===== src/hdl/tspat_pkg.sv =====
`timescale 1ns / 1ps

package tspat_pkg;

   localparam int PACKET_BYTES = 188;
   localparam int POS_W        = $clog2(PACKET_BYTES);
   localparam int PID_W        = 13;
   localparam int LEN_W        = 12;
   localparam int WIN_W        = 32;

   localparam logic [POS_W-1:0] LAST_POS       = POS_W'(PACKET_BYTES - 1);
   localparam logic [POS_W-1:0] POS_PAT_CHECK  = POS_W'(2);
   localparam logic [POS_W-1:0] POS_SEC_START  = POS_W'(5);
   localparam logic [POS_W-1:0] POS_LEN_HI     = POS_W'(6);
   localparam logic [POS_W-1:0] POS_LEN_LO     = POS_W'(7);
   localparam logic [POS_W-1:0] POS_PREFIX_END = POS_W'(12);
   localparam logic [POS_W-1:0] POS_ENTRY      = POS_W'(13);
   localparam logic [POS_W-1:0] POS_ENTRY_END  = POS_W'(16);
   localparam logic [POS_W-1:0] POS_CRC        = POS_W'(17);
   localparam logic [POS_W-1:0] POS_CRC_END    = POS_W'(20);
   localparam logic [POS_W-1:0] POS_FILL       = POS_W'(21);

   localparam logic [7:0]  SYNC_BYTE   = 8'h47;
   localparam logic [7:0]  PAT_BYTE1   = 8'h40;
   localparam logic [7:0]  PAT_BYTE2   = 8'h00;
   localparam logic [7:0]  FILL_BYTE   = 8'hFF;
   localparam logic [7:0]  HI_NIBBLE   = 8'hF0;
   localparam logic [7:0]  REWRITE_LEN = 8'(21 - 8);
   localparam logic [4:0]  PID_HI_MASK = 5'h1F;
   localparam logic [31:0] CRC_POLY    = 32'h04C1_1DB7;
   localparam logic [31:0] CRC_INIT    = 32'hFFFF_FFFF;
   localparam logic [PID_W-1:0] PID_RESET = {PID_W{1'b1}};

   typedef struct packed {
      logic        rewrite;
      logic [31:0] entry;
      logic [31:0] crc;
   } emit_type;

   typedef struct packed {
      logic       primed;
      logic       last;
      logic       ovr;
      logic       mask;
      logic [7:0] ovr_byte;
   } slot_type;

   function automatic logic [31:0] crc_byte(input logic [31:0] crc, input logic [7:0] b);
      logic [31:0] c;
      c = crc ^ {b, 24'h0};
      for (int k = 0; k < 8; k++) begin
         if (c[31]) begin
            c = {c[30:0], 1'b0} ^ CRC_POLY;
         end else begin
            c = {c[30:0], 1'b0};
         end
      end
      return c;
   endfunction

endpackage


===== src/hdl/tspat_ram.sv =====
`timescale 1ns / 1ps

module tspat_ram #(
   parameter int WIDTH = 8,
   parameter int DEPTH = 188
) (
   input  logic                     clock,
   input  logic                     wr_en,
   input  logic [$clog2(DEPTH)-1:0] wr_addr,
   input  logic [WIDTH-1:0]         wr_data,
   input  logic                     rd_en,
   input  logic [$clog2(DEPTH)-1:0] rd_addr,
   output logic [WIDTH-1:0]         rd_data
);

   logic [WIDTH-1:0] mem_ff [DEPTH];
   logic [WIDTH-1:0] rd_data_ff;

   // read-first: a read and write of one address in a cycle returns the old word
   always_ff @(posedge clock) begin
      if (wr_en) begin
         mem_ff[wr_addr] <= wr_data;
      end
      if (rd_en) begin
         rd_data_ff <= mem_ff[rd_addr];
      end
   end

   assign rd_data = rd_data_ff;

endmodule


===== src/hdl/tspat_scan.sv =====
`timescale 1ns / 1ps

module tspat_scan (
   input  logic                        clock,
   input  logic                        reset,
   input  logic                        accept,
   input  logic [tspat_pkg::POS_W-1:0] pos,
   input  logic [7:0]                  data,
   input  logic [tspat_pkg::PID_W-1:0] pmt_pid,
   output tspat_pkg::emit_type         emit
);
   import tspat_pkg::*;

   logic [23:0]      prev_ff, prev_in;
   logic             is_pat_ff, is_pat_in;
   logic [LEN_W-1:0] sec_len_ff, sec_len_in;
   logic             found_ff, found_in;
   logic [31:0]      kept_entry_ff, kept_entry_in;
   logic [31:0]      kept_crc_ff, kept_crc_in;
   logic [31:0]      prefix_crc_ff, prefix_crc_in;
   logic [31:0]      cand_crc_ff, cand_crc_in;
   emit_type         emit_ff, emit_in;

   logic [WIN_W-1:0] window;
   logic [31:0]      crc_src;
   logic [7:0]       crc_data;
   logic [31:0]      crc_out;
   logic             in_prefix;
   logic             group_start;
   logic             check;
   logic             match;

   assign window      = {prev_ff, data};
   assign in_prefix   = (pos >= POS_SEC_START) && (pos <= POS_PREFIX_END);
   assign group_start = (pos >= POS_ENTRY) && (pos[1:0] == POS_ENTRY[1:0]);
   assign check       = (pos >= POS_ENTRY_END) && (pos[1:0] == POS_ENTRY_END[1:0]) &&
                        !found_ff &&
                        ({(PID_W - POS_W)'(0), pos} <= ({1'b0, sec_len_ff} + PID_W'(3)));
   assign match       = (window[12:8] == (pmt_pid[12:8] & PID_HI_MASK)) &&
                        (window[7:0] == pmt_pid[7:0]);

   // one shared byte step: section prefix first, then each candidate entry on it
   always_comb begin
      if (pos == POS_SEC_START) begin
         crc_src = CRC_INIT;
      end else if (in_prefix || group_start) begin
         crc_src = prefix_crc_ff;
      end else begin
         crc_src = cand_crc_ff;
      end
      if (pos == POS_LEN_HI) begin
         crc_data = data & HI_NIBBLE;
      end else if (pos == POS_LEN_LO) begin
         crc_data = REWRITE_LEN;
      end else begin
         crc_data = data;
      end
      crc_out = crc_byte(crc_src, crc_data);
   end

   always_comb begin
      prev_in       = prev_ff;
      is_pat_in     = is_pat_ff;
      sec_len_in    = sec_len_ff;
      found_in      = found_ff;
      kept_entry_in = kept_entry_ff;
      kept_crc_in   = kept_crc_ff;
      prefix_crc_in = prefix_crc_ff;
      cand_crc_in   = cand_crc_ff;
      emit_in       = emit_ff;
      if (accept) begin
         prev_in = window[23:0];
         if (in_prefix) begin
            prefix_crc_in = crc_out;
         end
         if (pos >= POS_ENTRY) begin
            cand_crc_in = crc_out;
         end
         if (pos == '0) begin
            is_pat_in  = 1'b0;
            found_in   = 1'b0;
            sec_len_in = '0;
         end
         if (pos == POS_PAT_CHECK) begin
            is_pat_in = (window[23:0] == {SYNC_BYTE, PAT_BYTE1, PAT_BYTE2});
         end
         if (pos == POS_LEN_LO) begin
            sec_len_in = window[LEN_W-1:0];
         end
         if (check && match) begin
            found_in      = 1'b1;
            kept_entry_in = window;
            kept_crc_in   = crc_out;
         end
         if (pos == LAST_POS) begin
            emit_in.rewrite = is_pat_ff && found_in;
            if (is_pat_ff && found_in) begin
               emit_in.entry = kept_entry_in;
               emit_in.crc   = kept_crc_in;
            end
         end
      end
   end

   always_ff @(posedge clock) begin
      if (reset) begin
         prev_ff         <= '0;
         is_pat_ff       <= 1'b0;
         sec_len_ff      <= '0;
         found_ff        <= 1'b0;
         emit_ff.rewrite <= 1'b0;
      end else begin
         prev_ff         <= prev_in;
         is_pat_ff       <= is_pat_in;
         sec_len_ff      <= sec_len_in;
         found_ff        <= found_in;
         emit_ff.rewrite <= emit_in.rewrite;
      end
      kept_entry_ff <= kept_entry_in;
      kept_crc_ff   <= kept_crc_in;
      prefix_crc_ff <= prefix_crc_in;
      cand_crc_ff   <= cand_crc_in;
      emit_ff.entry <= emit_in.entry;
      emit_ff.crc   <= emit_in.crc;
   end

   assign emit = emit_ff;

`ifndef NO_ASSERTIONS
   a_found_needs_check: assert property (@(posedge clock) disable iff (reset)
      !found_ff && found_in |-> accept && check && match)
      else $error("entry latched outside a checked slot");
   a_found_cleared: assert property (@(posedge clock) disable iff (reset)
      accept && pos == '0 |=> !found_ff && !is_pat_ff)
      else $error("packet state not cleared at packet start");
   a_emit_only_close: assert property (@(posedge clock) disable iff (reset)
      !(accept && pos == LAST_POS) |=> $stable(emit_ff.rewrite))
      else $error("rewrite flag changed away from packet close");
`endif

endmodule


===== src/hdl/ts_pat_single_program_rewriter.sv =====
// Single-program PAT rewriter for an aligned MPEG-2 transport stream.
// req: one stream byte per transfer in req_tdata; the byte count is kept
//   internally, so the stream must start on a packet boundary after reset.
// rsp: one result per input transfer. rsp_tdata is the byte at the same
//   position of the previous packet; rsp_tuser is 1 once a whole packet has
//   been stored (during the first packet tdata and tlast are 0); rsp_tlast
//   marks byte 187. A PAT holding an entry for the PMT PID comes out cut down
//   to that single entry with a new section length, CRC and 0xFF fill.
// csr: write of the 13-bit PMT PID (reset 8191), only while the block is idle.
// Throughput: one byte per cycle while rsp is not stalled. Each byte reads and
//   writes the packet memory at the same address in its transfer cycle
//   (read-first port); the memory read data and the stage flags are registered,
//   then the result is registered in the output register that drives rsp.
// A packet is only given out while the next one is fed: the last packet
//   stays inside until more bytes arrive.
// Reset clears the byte count, the PAT state and the output valid; the
//   packet memory is not cleared, no clearing pass is needed.
// When rsp stalls, the output register and the memory stage hold and
//   req_tready drops once both are full; nothing is lost or repeated.
`timescale 1ns / 1ps

module ts_pat_single_program_rewriter (
   input  logic                        clock,
   input  logic                        reset,
   input  logic                        req_tvalid,
   output logic                        req_tready,
   input  logic [7:0]                  req_tdata,   // [7:0] data_byte
   output logic                        rsp_tvalid,
   input  logic                        rsp_tready,
   output logic [7:0]                  rsp_tdata,   // [7:0] out_byte
   output logic                        rsp_tuser,   // [0] out_valid
   output logic                        rsp_tlast,
   input  logic                        csr_valid,
   output logic                        csr_ready,
   input  logic [tspat_pkg::PID_W-1:0] csr_data
);
   import tspat_pkg::*;

   logic [PID_W-1:0] pmt_pid_ff, pmt_pid_in;
   logic [POS_W-1:0] pos_ff, pos_in;
   logic             primed_ff, primed_in;
   logic             s1_valid_ff, s1_valid_in;
   slot_type         s1_ff, s1_in;
   logic             rsp_tvalid_ff, rsp_tvalid_in;
   logic [7:0]       rsp_tdata_ff, rsp_tdata_in;
   logic             rsp_tuser_ff, rsp_tuser_in;
   logic             rsp_tlast_ff, rsp_tlast_in;

   logic             advance;
   logic             accept;
   logic [7:0]       rd_data;
   emit_type         emit;
   logic [1:0]       byte_sel;
   logic [7:0]       s1_byte;

   function automatic logic [7:0] pick_byte(input logic [31:0] w, input logic [1:0] sel);
      logic [7:0] r;
      unique case (sel)
         2'd0:    r = w[31:24];
         2'd1:    r = w[23:16];
         2'd2:    r = w[15:8];
         default: r = w[7:0];
      endcase
      return r;
   endfunction

   assign advance    = !rsp_tvalid_ff || rsp_tready;
   assign req_tready = !s1_valid_ff || advance;
   assign accept     = req_tvalid && req_tready;
   assign csr_ready  = 1'b1;
   assign byte_sel   = pos_ff[1:0] - 2'd1;

   tspat_ram #(
      .WIDTH (8),
      .DEPTH (PACKET_BYTES)
   ) u_store (
      .clock   (clock),
      .wr_en   (accept),
      .wr_addr (pos_ff),
      .wr_data (req_tdata),
      .rd_en   (accept),
      .rd_addr (pos_ff),
      .rd_data (rd_data)
   );

   tspat_scan u_scan (
      .clock   (clock),
      .reset   (reset),
      .accept  (accept),
      .pos     (pos_ff),
      .data    (req_tdata),
      .pmt_pid (pmt_pid_ff),
      .emit    (emit)
   );

   // rewrite decision taken at transfer time, against the packet now going out
   always_comb begin
      s1_in          = s1_ff;
      s1_in.primed   = primed_ff;
      s1_in.last     = (pos_ff == LAST_POS);
      s1_in.mask     = emit.rewrite && (pos_ff == POS_LEN_HI);
      s1_in.ovr      = 1'b0;
      s1_in.ovr_byte = FILL_BYTE;
      if (emit.rewrite) begin
         priority if (pos_ff == POS_LEN_LO) begin
            s1_in.ovr      = 1'b1;
            s1_in.ovr_byte = REWRITE_LEN;
         end else if (pos_ff >= POS_ENTRY && pos_ff <= POS_ENTRY_END) begin
            s1_in.ovr      = 1'b1;
            s1_in.ovr_byte = pick_byte(emit.entry, byte_sel);
         end else if (pos_ff >= POS_CRC && pos_ff <= POS_CRC_END) begin
            s1_in.ovr      = 1'b1;
            s1_in.ovr_byte = pick_byte(emit.crc, byte_sel);
         end else if (pos_ff >= POS_FILL) begin
            s1_in.ovr      = 1'b1;
            s1_in.ovr_byte = FILL_BYTE;
         end
      end
   end

   always_comb begin
      priority if (!s1_ff.primed) begin
         s1_byte = 8'h00;
      end else if (s1_ff.ovr) begin
         s1_byte = s1_ff.ovr_byte;
      end else if (s1_ff.mask) begin
         s1_byte = rd_data & HI_NIBBLE;
      end else begin
         s1_byte = rd_data;
      end
   end

   always_comb begin
      pmt_pid_in    = csr_valid ? csr_data : pmt_pid_ff;
      pos_in        = pos_ff;
      primed_in     = primed_ff;
      s1_valid_in   = s1_valid_ff;
      rsp_tvalid_in = rsp_tvalid_ff;
      rsp_tdata_in  = rsp_tdata_ff;
      rsp_tuser_in  = rsp_tuser_ff;
      rsp_tlast_in  = rsp_tlast_ff;
      if (accept) begin
         if (pos_ff == LAST_POS) begin
            pos_in    = '0;
            primed_in = 1'b1;
         end else begin
            pos_in = pos_ff + POS_W'(1);
         end
      end
      if (advance) begin
         rsp_tvalid_in = s1_valid_ff;
         if (s1_valid_ff) begin
            rsp_tdata_in = s1_byte;
            rsp_tuser_in = s1_ff.primed;
            rsp_tlast_in = s1_ff.primed && s1_ff.last;
         end
         s1_valid_in = 1'b0;
      end
      if (accept) begin
         s1_valid_in = 1'b1;
      end
   end

   always_ff @(posedge clock) begin
      if (reset) begin
         pmt_pid_ff    <= PID_RESET;
         pos_ff        <= '0;
         primed_ff     <= 1'b0;
         s1_valid_ff   <= 1'b0;
         rsp_tvalid_ff <= 1'b0;
      end else begin
         pmt_pid_ff    <= pmt_pid_in;
         pos_ff        <= pos_in;
         primed_ff     <= primed_in;
         s1_valid_ff   <= s1_valid_in;
         rsp_tvalid_ff <= rsp_tvalid_in;
      end
      if (accept) begin
         s1_ff <= s1_in;
      end
      rsp_tdata_ff <= rsp_tdata_in;
      rsp_tuser_ff <= rsp_tuser_in;
      rsp_tlast_ff <= rsp_tlast_in;
   end

   assign rsp_tvalid = rsp_tvalid_ff;
   assign rsp_tdata  = rsp_tdata_ff;
   assign rsp_tuser  = rsp_tuser_ff;
   assign rsp_tlast  = rsp_tlast_ff;

`ifndef NO_ASSERTIONS
   a_stall_blocks_input: assert property (@(posedge clock) disable iff (reset)
      s1_valid_ff && rsp_tvalid_ff && !rsp_tready |-> !req_tready)
      else $error("transfer taken while both stages are full");
   a_pos_in_range: assert property (@(posedge clock) disable iff (reset)
      pos_ff <= LAST_POS)
      else $error("byte position beyond the packet");
   a_pos_wraps: assert property (@(posedge clock) disable iff (reset)
      accept && pos_ff == LAST_POS |=> pos_ff == '0 && primed_ff)
      else $error("byte position did not wrap at packet end");
   a_last_needs_primed: assert property (@(posedge clock) disable iff (reset)
      rsp_tvalid_ff && rsp_tlast_ff |-> rsp_tuser_ff)
      else $error("packet end marked before a packet was stored");
`endif

endmodule

===== config.mk =====
export PLATFORM = sky130hd
export DESIGN_NAME = ts_pat_single_program_rewriter
export DESIGN_NICKNAME = d
export VERILOG_FILES = /design/src/hdl/tspat_pkg.sv /design/src/hdl/tspat_ram.sv /design/src/hdl/tspat_scan.sv /design/src/hdl/ts_pat_single_program_rewriter.sv
export SDC_FILE = /design/constraint.sdc
export NUM_CORES = 2
export LEC_CHECK = 0
export BUFFER_PORTS_ARGS = -buffer_cell sky130_fd_sc_hd__buf_2
export CAP_MARGIN = 15
export CORE_ASPECT_RATIO = 0.7
export CORE_MARGIN = 1
export CORE_UTILIZATION = 44
export CTS_BUF_LIST = sky130_fd_sc_hd__clkbuf_16
export CTS_CLUSTER_SIZE = 28
export DETAILED_ROUTE_END_ITERATION = 12
export SLEW_MARGIN = 20
export SYNTH_ARGS = -nofsm -noshare
export SYNTH_HDL_FRONTEND = slang
export SYNTH_HIERARCHICAL = 1
export SYNTH_SLANG_ARGS = --single-unit

===== constraint.sdc =====
create_clock -name clock -period 10.55 [get_ports clock]
set_input_delay 3.165 -clock clock [delete_from_list [all_inputs] [get_ports clock]]
set_output_delay 3.165 -clock clock [all_outputs]
set_load 0.01 [all_outputs]

After elaboration in Yosys (flattened, before gate mapping)
Memories as Yosys holds them, arrays and structs flattened. A register that Yosys moved wholly into a read port is not among the register bits.
Cells that the tools add are included.
{"block": "word_totals", "regBits": 277, "memories": 1, "mem_bits_rw": 1504}
{"memory": "u_store.mem_ff", "depth": 188, "width": 8, "rd": 1, "rd_ports_with_merged_regs": 1, "wr": 1, "line": "tspat_ram.sv:16", "text": "logic [WIDTH-1:0] mem_ff [DEPTH];"}
{"block": "classes", "n_bitwise": 10, "reduce_logical": 33, "add_sub_neg": 3, "mux": 37, "eq_ne": 11, "n_lt_le_gt_ge": 9}
{"cell": "27-bit two-way mux", "n": 8}
{"cell": "32-bit two-way mux", "n": 4}
{"cell": "14-bit inverter", "n": 8}
{"cell": "8-bit two-way mux", "n": 7}
{"cell": "8-bit case mux with 3 select lines", "n": 2}
{"cell": "32-bit bitwise XOR", "n": 1}
{"cell": "24-bit by 23-bit equality test with 1-bit output (second input constant)", "n": 1}
{"cell": "8-bit by 3-bit equality test with 1-bit output (second input constant)", "n": 3}
{"cell": "8-bit by 5-bit greater-or-equal comparator with 1-bit output (second input constant)", "n": 3}
{"cell": "12-bit two-way mux", "n": 2}
{"cell": "8-bit by 5-bit less-or-equal comparator with 1-bit output (second input constant)", "n": 2}
{"cell": "12-bit by 2-bit adder with 13-bit output (second input constant)", "n": 1}
{"cell": "8-bit by 13-bit less-or-equal comparator with 1-bit output", "n": 1}
{"cell": "1-bit logical AND", "n": 13}
{"cell": "1-bit two-way mux", "n": 13}
{"cell": "2-bit AND reduction", "n": 6}
{"cell": "8-bit by 1-bit adder with 8-bit output (second input constant)", "n": 1}
{"cell": "8-bit by 2-bit equality test with 1-bit output (second input constant)", "n": 1}
{"cell": "8-bit equality test", "n": 1}
{"cell": "8-bit equality test (second input constant)", "n": 1}
{"cell": "8-bit by 3-bit greater-or-equal comparator with 1-bit output (second input constant)", "n": 1}
{"cell": "8-bit by 4-bit greater-or-equal comparator with 1-bit output (second input constant)", "n": 1}
{"cell": "8-bit by 4-bit less-or-equal comparator with 1-bit output (second input constant)", "n": 1}
{"cell": "8-bit logical NOT", "n": 1}
{"cell": "12 further kinds", "n": 20}

Longest topological paths before layout
{"block": "logic_depth", "depth_word": 23, "depth_mapped": 15, "mapped_depth_nobuf": 13}

Hierarchy
The synthesis kept the hierarchy.
{"mod": "tspat_ram", "cells_each": 2784, "n_inst": 1, "area_per_inst_um2": 58825.2, "seq_area_each_um2": 45403.5}
{"mod": "tspat_scan", "cells_each": 671, "n_inst": 1, "area_per_inst_um2": 9915.8, "seq_area_each_um2": 6546.3}
{"mod": "ts_pat_single_program_rewriter", "cells_each": 253, "n_inst": 1, "area_per_inst_um2": 2572.5, "seq_area_each_um2": 1141.1}

Worst setup path after synthesis
Ideal clock, no wire load.
{"block": "synth_timing", "path_kind": "input port to flip-flop", "startpoint": "input port rsp_tready", "endpoint": "register u_scan.emit_ff (netlist bit u_scan/emit[64])", "arrival_time_ps": 10689, "setup_ps": 72, "slack_ps": -211, "stages": 9, "path_cell_list": "nand3b_1 -> and2_1 -> clkbuf_1 -> clkbuf_1 -> inv_1 -> nor4_1 -> nand2_1 -> a21oi_1 -> o21ba_2"}
{"block": "synth_via", "elab_chain_len": 4}
{"element": "start, declared", "line": "ts_pat_single_program_rewriter.sv:29", "text": "input logic rsp_tready,"}
{"element": "1-bit logical OR", "line": "ts_pat_single_program_rewriter.sv:67", "text": "assign advance = !rsp_tvalid_ff || rsp_tready;"}
{"element": "1-bit logical OR", "line": "ts_pat_single_program_rewriter.sv:68", "text": "assign req_tready = !s1_valid_ff || advance;"}
{"element": "1-bit logical AND", "line": "ts_pat_single_program_rewriter.sv:69", "text": "assign accept = req_tvalid && req_tready;"}
{"element": "via accept", "line": "ts_pat_single_program_rewriter.sv:50", "text": "logic accept;"}
{"element": "2-bit AND reduction (no source line)"}
{"element": "end, declared", "line": "tspat_scan.sv:22", "text": "emit_type emit_ff, emit_in;"}
The timed path passes the listed nets, and every way through them passes these cells.
A chain may end at the register's enable or synchronous reset.

Worst setup path after layout
{"block": "layout_timing", "startpoint": "input port rsp_tready", "endpoint": "output port req_tready"}
{"block": "layout_via", "elab_chain_len": 2}
{"element": "1-bit logical OR", "line": "ts_pat_single_program_rewriter.sv:67"}
{"element": "1-bit logical OR", "line": "ts_pat_single_program_rewriter.sv:68"}
{"element": "end, declared", "line": "ts_pat_single_program_rewriter.sv:26", "text": "output logic req_tready,"}
Every way passes these cells.

==> flow_metrics.tcl <==
set metrics [dict create \
    outcome "completed" \
    clock.fmax_ghz 0.143 \
    tns_ns 0 \
    post_cts_hold_buffer_count 0 \
    final_cell_area_um2 79100 \
    cts_inserted_buffers 163 \
    site_rows 123 \
    start_kind "primary input" \
    vias_in_the_first_global_route 35500 \
    final_hold_viol_count 0 \
    count_of_vias_placed_by_the_detailed_router 37000 \
    setup-violations-final 0 \
    syn-num-nets 3749 \
    synth_async_sr_flop_share_pct 0 \
    portion_of_total_power_attributed_to_combinational_logic_pct 6.5 \
    worst_skew_pair.late_latency_ns 0.82 \
    pin_count 39 \
    synth-seq-area-share_pct 74.4 \
    power.ir.vdd_worst_mv 0.153 \
    cts_setup_buffers 0 \
    critPathBufInv 2 \
    synth.ff_latch_count 1789 \
    worst_hold_check_slack_ns 0.440 \
    post_synth_inst_count 3708 \
    core_um2 161000 \
    crit_family "buffers and inverters" \
    detail_route.vias_per_cell 6.13 \
    synthFlopType "edfxtp_1" \
    crit_arrival_ns 3.85 \
    num-fill-cells 13000 \
    worst-r2r-cell-count 5 \
    critical_path_depth 3 \
    worstReg2RegStart "pos_ff[2]" \
    placement.cell_area_um2 73800 \
    grt_first_pass_wirelength_um 270000 \
    drt_wl_total_um 190000 \
    worst_setup_path_end_kind "output pin" \
    cp_common_cell "buf_2" \
    yosysUniqueCellTypes 77 \
    die_w_um 483 \
    min_path_type "reg -> reg" \
    whs_path_depth 0 \
    synth_enable_flop_cells 1726 \
    tritoncts "done" \
    final.min_clock_period_ns 7.02 \
    cp_slowest_stage_delay_ns 0.34 \
    detailedRoute.firstPassIterationCount 10 \
    seq_power_share_pct 53.5 \
    final.period_utilization_pct 66.5 \
    number_of_clock_sinks 1789 \
    path_clk_slew_ns 0.06 \
    drt_drc_violations_left 0 \
    crit_chain "buf_2 -> nand3b_1 -> buf_2" \
    final_cells 6041 \
    power_report.internal_total_w 0.0114 \
    antenna_found_initial 5 \
    grt.total_usage_pct 23.2 \
    fp.dieH_um 339 \
    worst_clock_skew_ns 0.0439 \
    pwr_density_cell_nw_per_um2 186 \
    relative_max_transition_margin_pct 16.3 \
    synth.yosys.warnings 6 \
    final_util_pct 49.2 \
    drt-wirelength-per-cell_um 31.5 \
    worstMarginPinSlew_ns 1.24 \
    startpoint "rsp_tready" \
    clk_root_buffer_cell "clkbuf_16" \
    h-tree-depth 4 \
    rsz0062_at_grt "no" \
    maximum_fanout_encountered_on_the_critical_timing_path 9 \
    power.leakage_nw 24.6 \
    resized_cells_post_cts 0 \
    synth_area_um2 71300 \
    p_clk_share_pct 40.0 \
    gp_congestion 0.875 \
    syn2layout_area_growth_pct 10.9 \
    netSwitchingFraction_pct 22.0 \
    synthesis.area_per_instance_um2 19.2 \
    cap_viol_max_count 0 \
    drt-initial-drc-count 5196 \
    slowest_cell_on_crit_path "nand3b_1" \
    grt_start_max_net_pins 139 \
    clk_path_buf_depth 3 \
    grt.overflow.total 0 \
    final_max_slew_viol_count 0 \
    finalNetCount 3821 \
    route.antenna.remaining_nets 0 \
    port-buffer-count 37 \
    fp.dieArea_um2 164000 \
    switching_power_w 0.00323 \
    place_inst 5740 \
    detailedPlacementHpwl_um 120000 \
    critical_path_required_ns 7.39 \
    drive_above_1_share_pct 21.1 \
    crit_type "in -> out" \
    worst_hold_startpoint "primed_ff" \
    initial_utilization_pct 44.3 \
]
synthesized netlist by cell type (all sizes together) (7+ instances only):
| library cell | count | area [um^2] |
|---|---|---|
| and3 | 9 | 56.3 |
| o22ai | 40 | 250 |
| nand2b | 15 | 93.8 |
| a31oi | 8 | 56.3 |
| mux2i | 188 | 1920 |
| nor3 | 40 | 200 |
| nand3 | 60 | 300 |
| o31ai | 8 | 60.1 |
| clkbuf | 98 | 378 |
| o221ai | 47 | 412 |
| buf | 109 | 718 |
| ha | 15 | 188 |
| a22oi | 43 | 323 |
| nor2b | 46 | 288 |
| a22o | 10 | 87.6 |
| dfxtp | 63 | 1260 |
| a21oi | 55 | 275 |
| o21ai | 24 | 120 |
| inv | 33 | 124 |
| a211o | 13 | 114 |
| a222oi | 16 | 160 |
| xnor2 | 58 | 666 |
| o211ai | 10 | 75.1 |
| mux2 | 94 | 1060 |
| mux4 | 335 | 7540 |
| edfxtp | 1726 | 51800 |
| a211oi | 8 | 60.1 |
| or3 | 7 | 55.1 |
| nor2 | 257 | 965 |
| a221oi | 13 | 114 |
| nand4 | 21 | 131 |
| nor4 | 18 | 113 |
| nand2 | 123 | 462 |
| and2 | 14 | 88.8 |
| xor2 | 38 | 359 |
power groups by stage:
stage	Combinational, W	Sequential (W)	Clock (W)
floorplan	0.000584	0.00800	0
global placement	0.000937	0.00801	0
detailed placement	0.000943	0.00801	0
CTS	0.000945	0.00786	0.00598
global route	0.000998	0.00786	0.00624
finish	0.000949	0.00786	0.00587
registers in the layout, summed over array words and instances, names as in the netlist:
register and flops:
u_store/mem_ff 1504, rsp_tvalid 1, u_store/rd_data 8, pos_ff 8
u_scan/is_pat_ff 1, u_scan/prefix_crc_ff 32, rsp_tuser 1, pmt_pid_ff 13
rsp_tlast 1, u_scan/sec_len_ff 12, primed_ff 1, u_scan/prev_ff 24
u_scan/emit 65, u_scan/kept_entry_ff 32, u_scan/kept_crc_ff 32, u_scan/found_ff 1
s1_ff 12, s1_valid_ff 1, rsp_tdata 8, u_scan/cand_crc_ff 32
final cells by class:
| cell class | instances | area [um^2] | area share (%) |
|---|---|---|---|
| flip-flops and latches | 1789 | 53100 | 67.1 |
| multi-input cells | 1679 | 17100 | 21.6 |
| clock buffers | 168 | 4200 | 5.31 |
| well taps | 2125 | 2660 | 3.36 |
| clock inverters | 131 | 1040 | 1.32 |
| repair buffers | 114 | 901 | 1.14 |
| inverters | 33 | 124 | 0.157 |
| diodes | 2 | 5.00 | 0.00633 |
stage by stage:
step	power (W)	setup slack (ns)
2_1_floorplan	0.00858	1.17
3_3_place_gp	0.00895	3.54
3_5_place_dp	0.00896	3.53
4_1_cts	0.0148	3.53
5_1_grt	0.0151	3.49
6_report	0.0147	3.53
metal layers:
layer,vias to the layer above,routed length [um],global-route usage (%)
met5,-,36,0
met4,6,3940,6.10
met3,244,23600,7.63
met2,1991,75100,29.4
met1,19500,87400,37.5
li1,15200,-,-
cells in the final DEF, fill, tap and decap left out, drive strengths merged, types with 43 or more instances in the layout:
cell,instances
dfxtp,63
mux2i,188
a22oi,43
nor2,257
mux4,335
edfxtp,1726
clkinv,75
nand3,60
nor2b,46
nand2,123
mux2,94
clkbuf,168
a21oi,55
inv,69
xnor2,58
buf,114
o221ai,47
kinds of logic (layout without fill, tap and decap cells):
kind of cell	after synthesis	after routing	synth area share, %
flip-flops	1789	1789	74.4
AND/OR/NAND/NOR	626	626	4.07
multiplexers	617	617	14.8
AO/OA/AOI/OAI	324	324	3.31
buffers and inverters	240	446	1.71
XOR/XNOR	96	96	1.44
adder cells (fa/ha/maj)	15	15	0.263
other	1	3	0.00526
worst paths after layout:
path,to,slack [ns]
setup / recovery,req_tready,3.53
hold / removal,s1_ff[11],0.44
setup reg to reg,u_store/mem_ff[20][1],5.38
hold reg to reg,s1_ff[11],0.44
(Power assumes the default switching activity.)
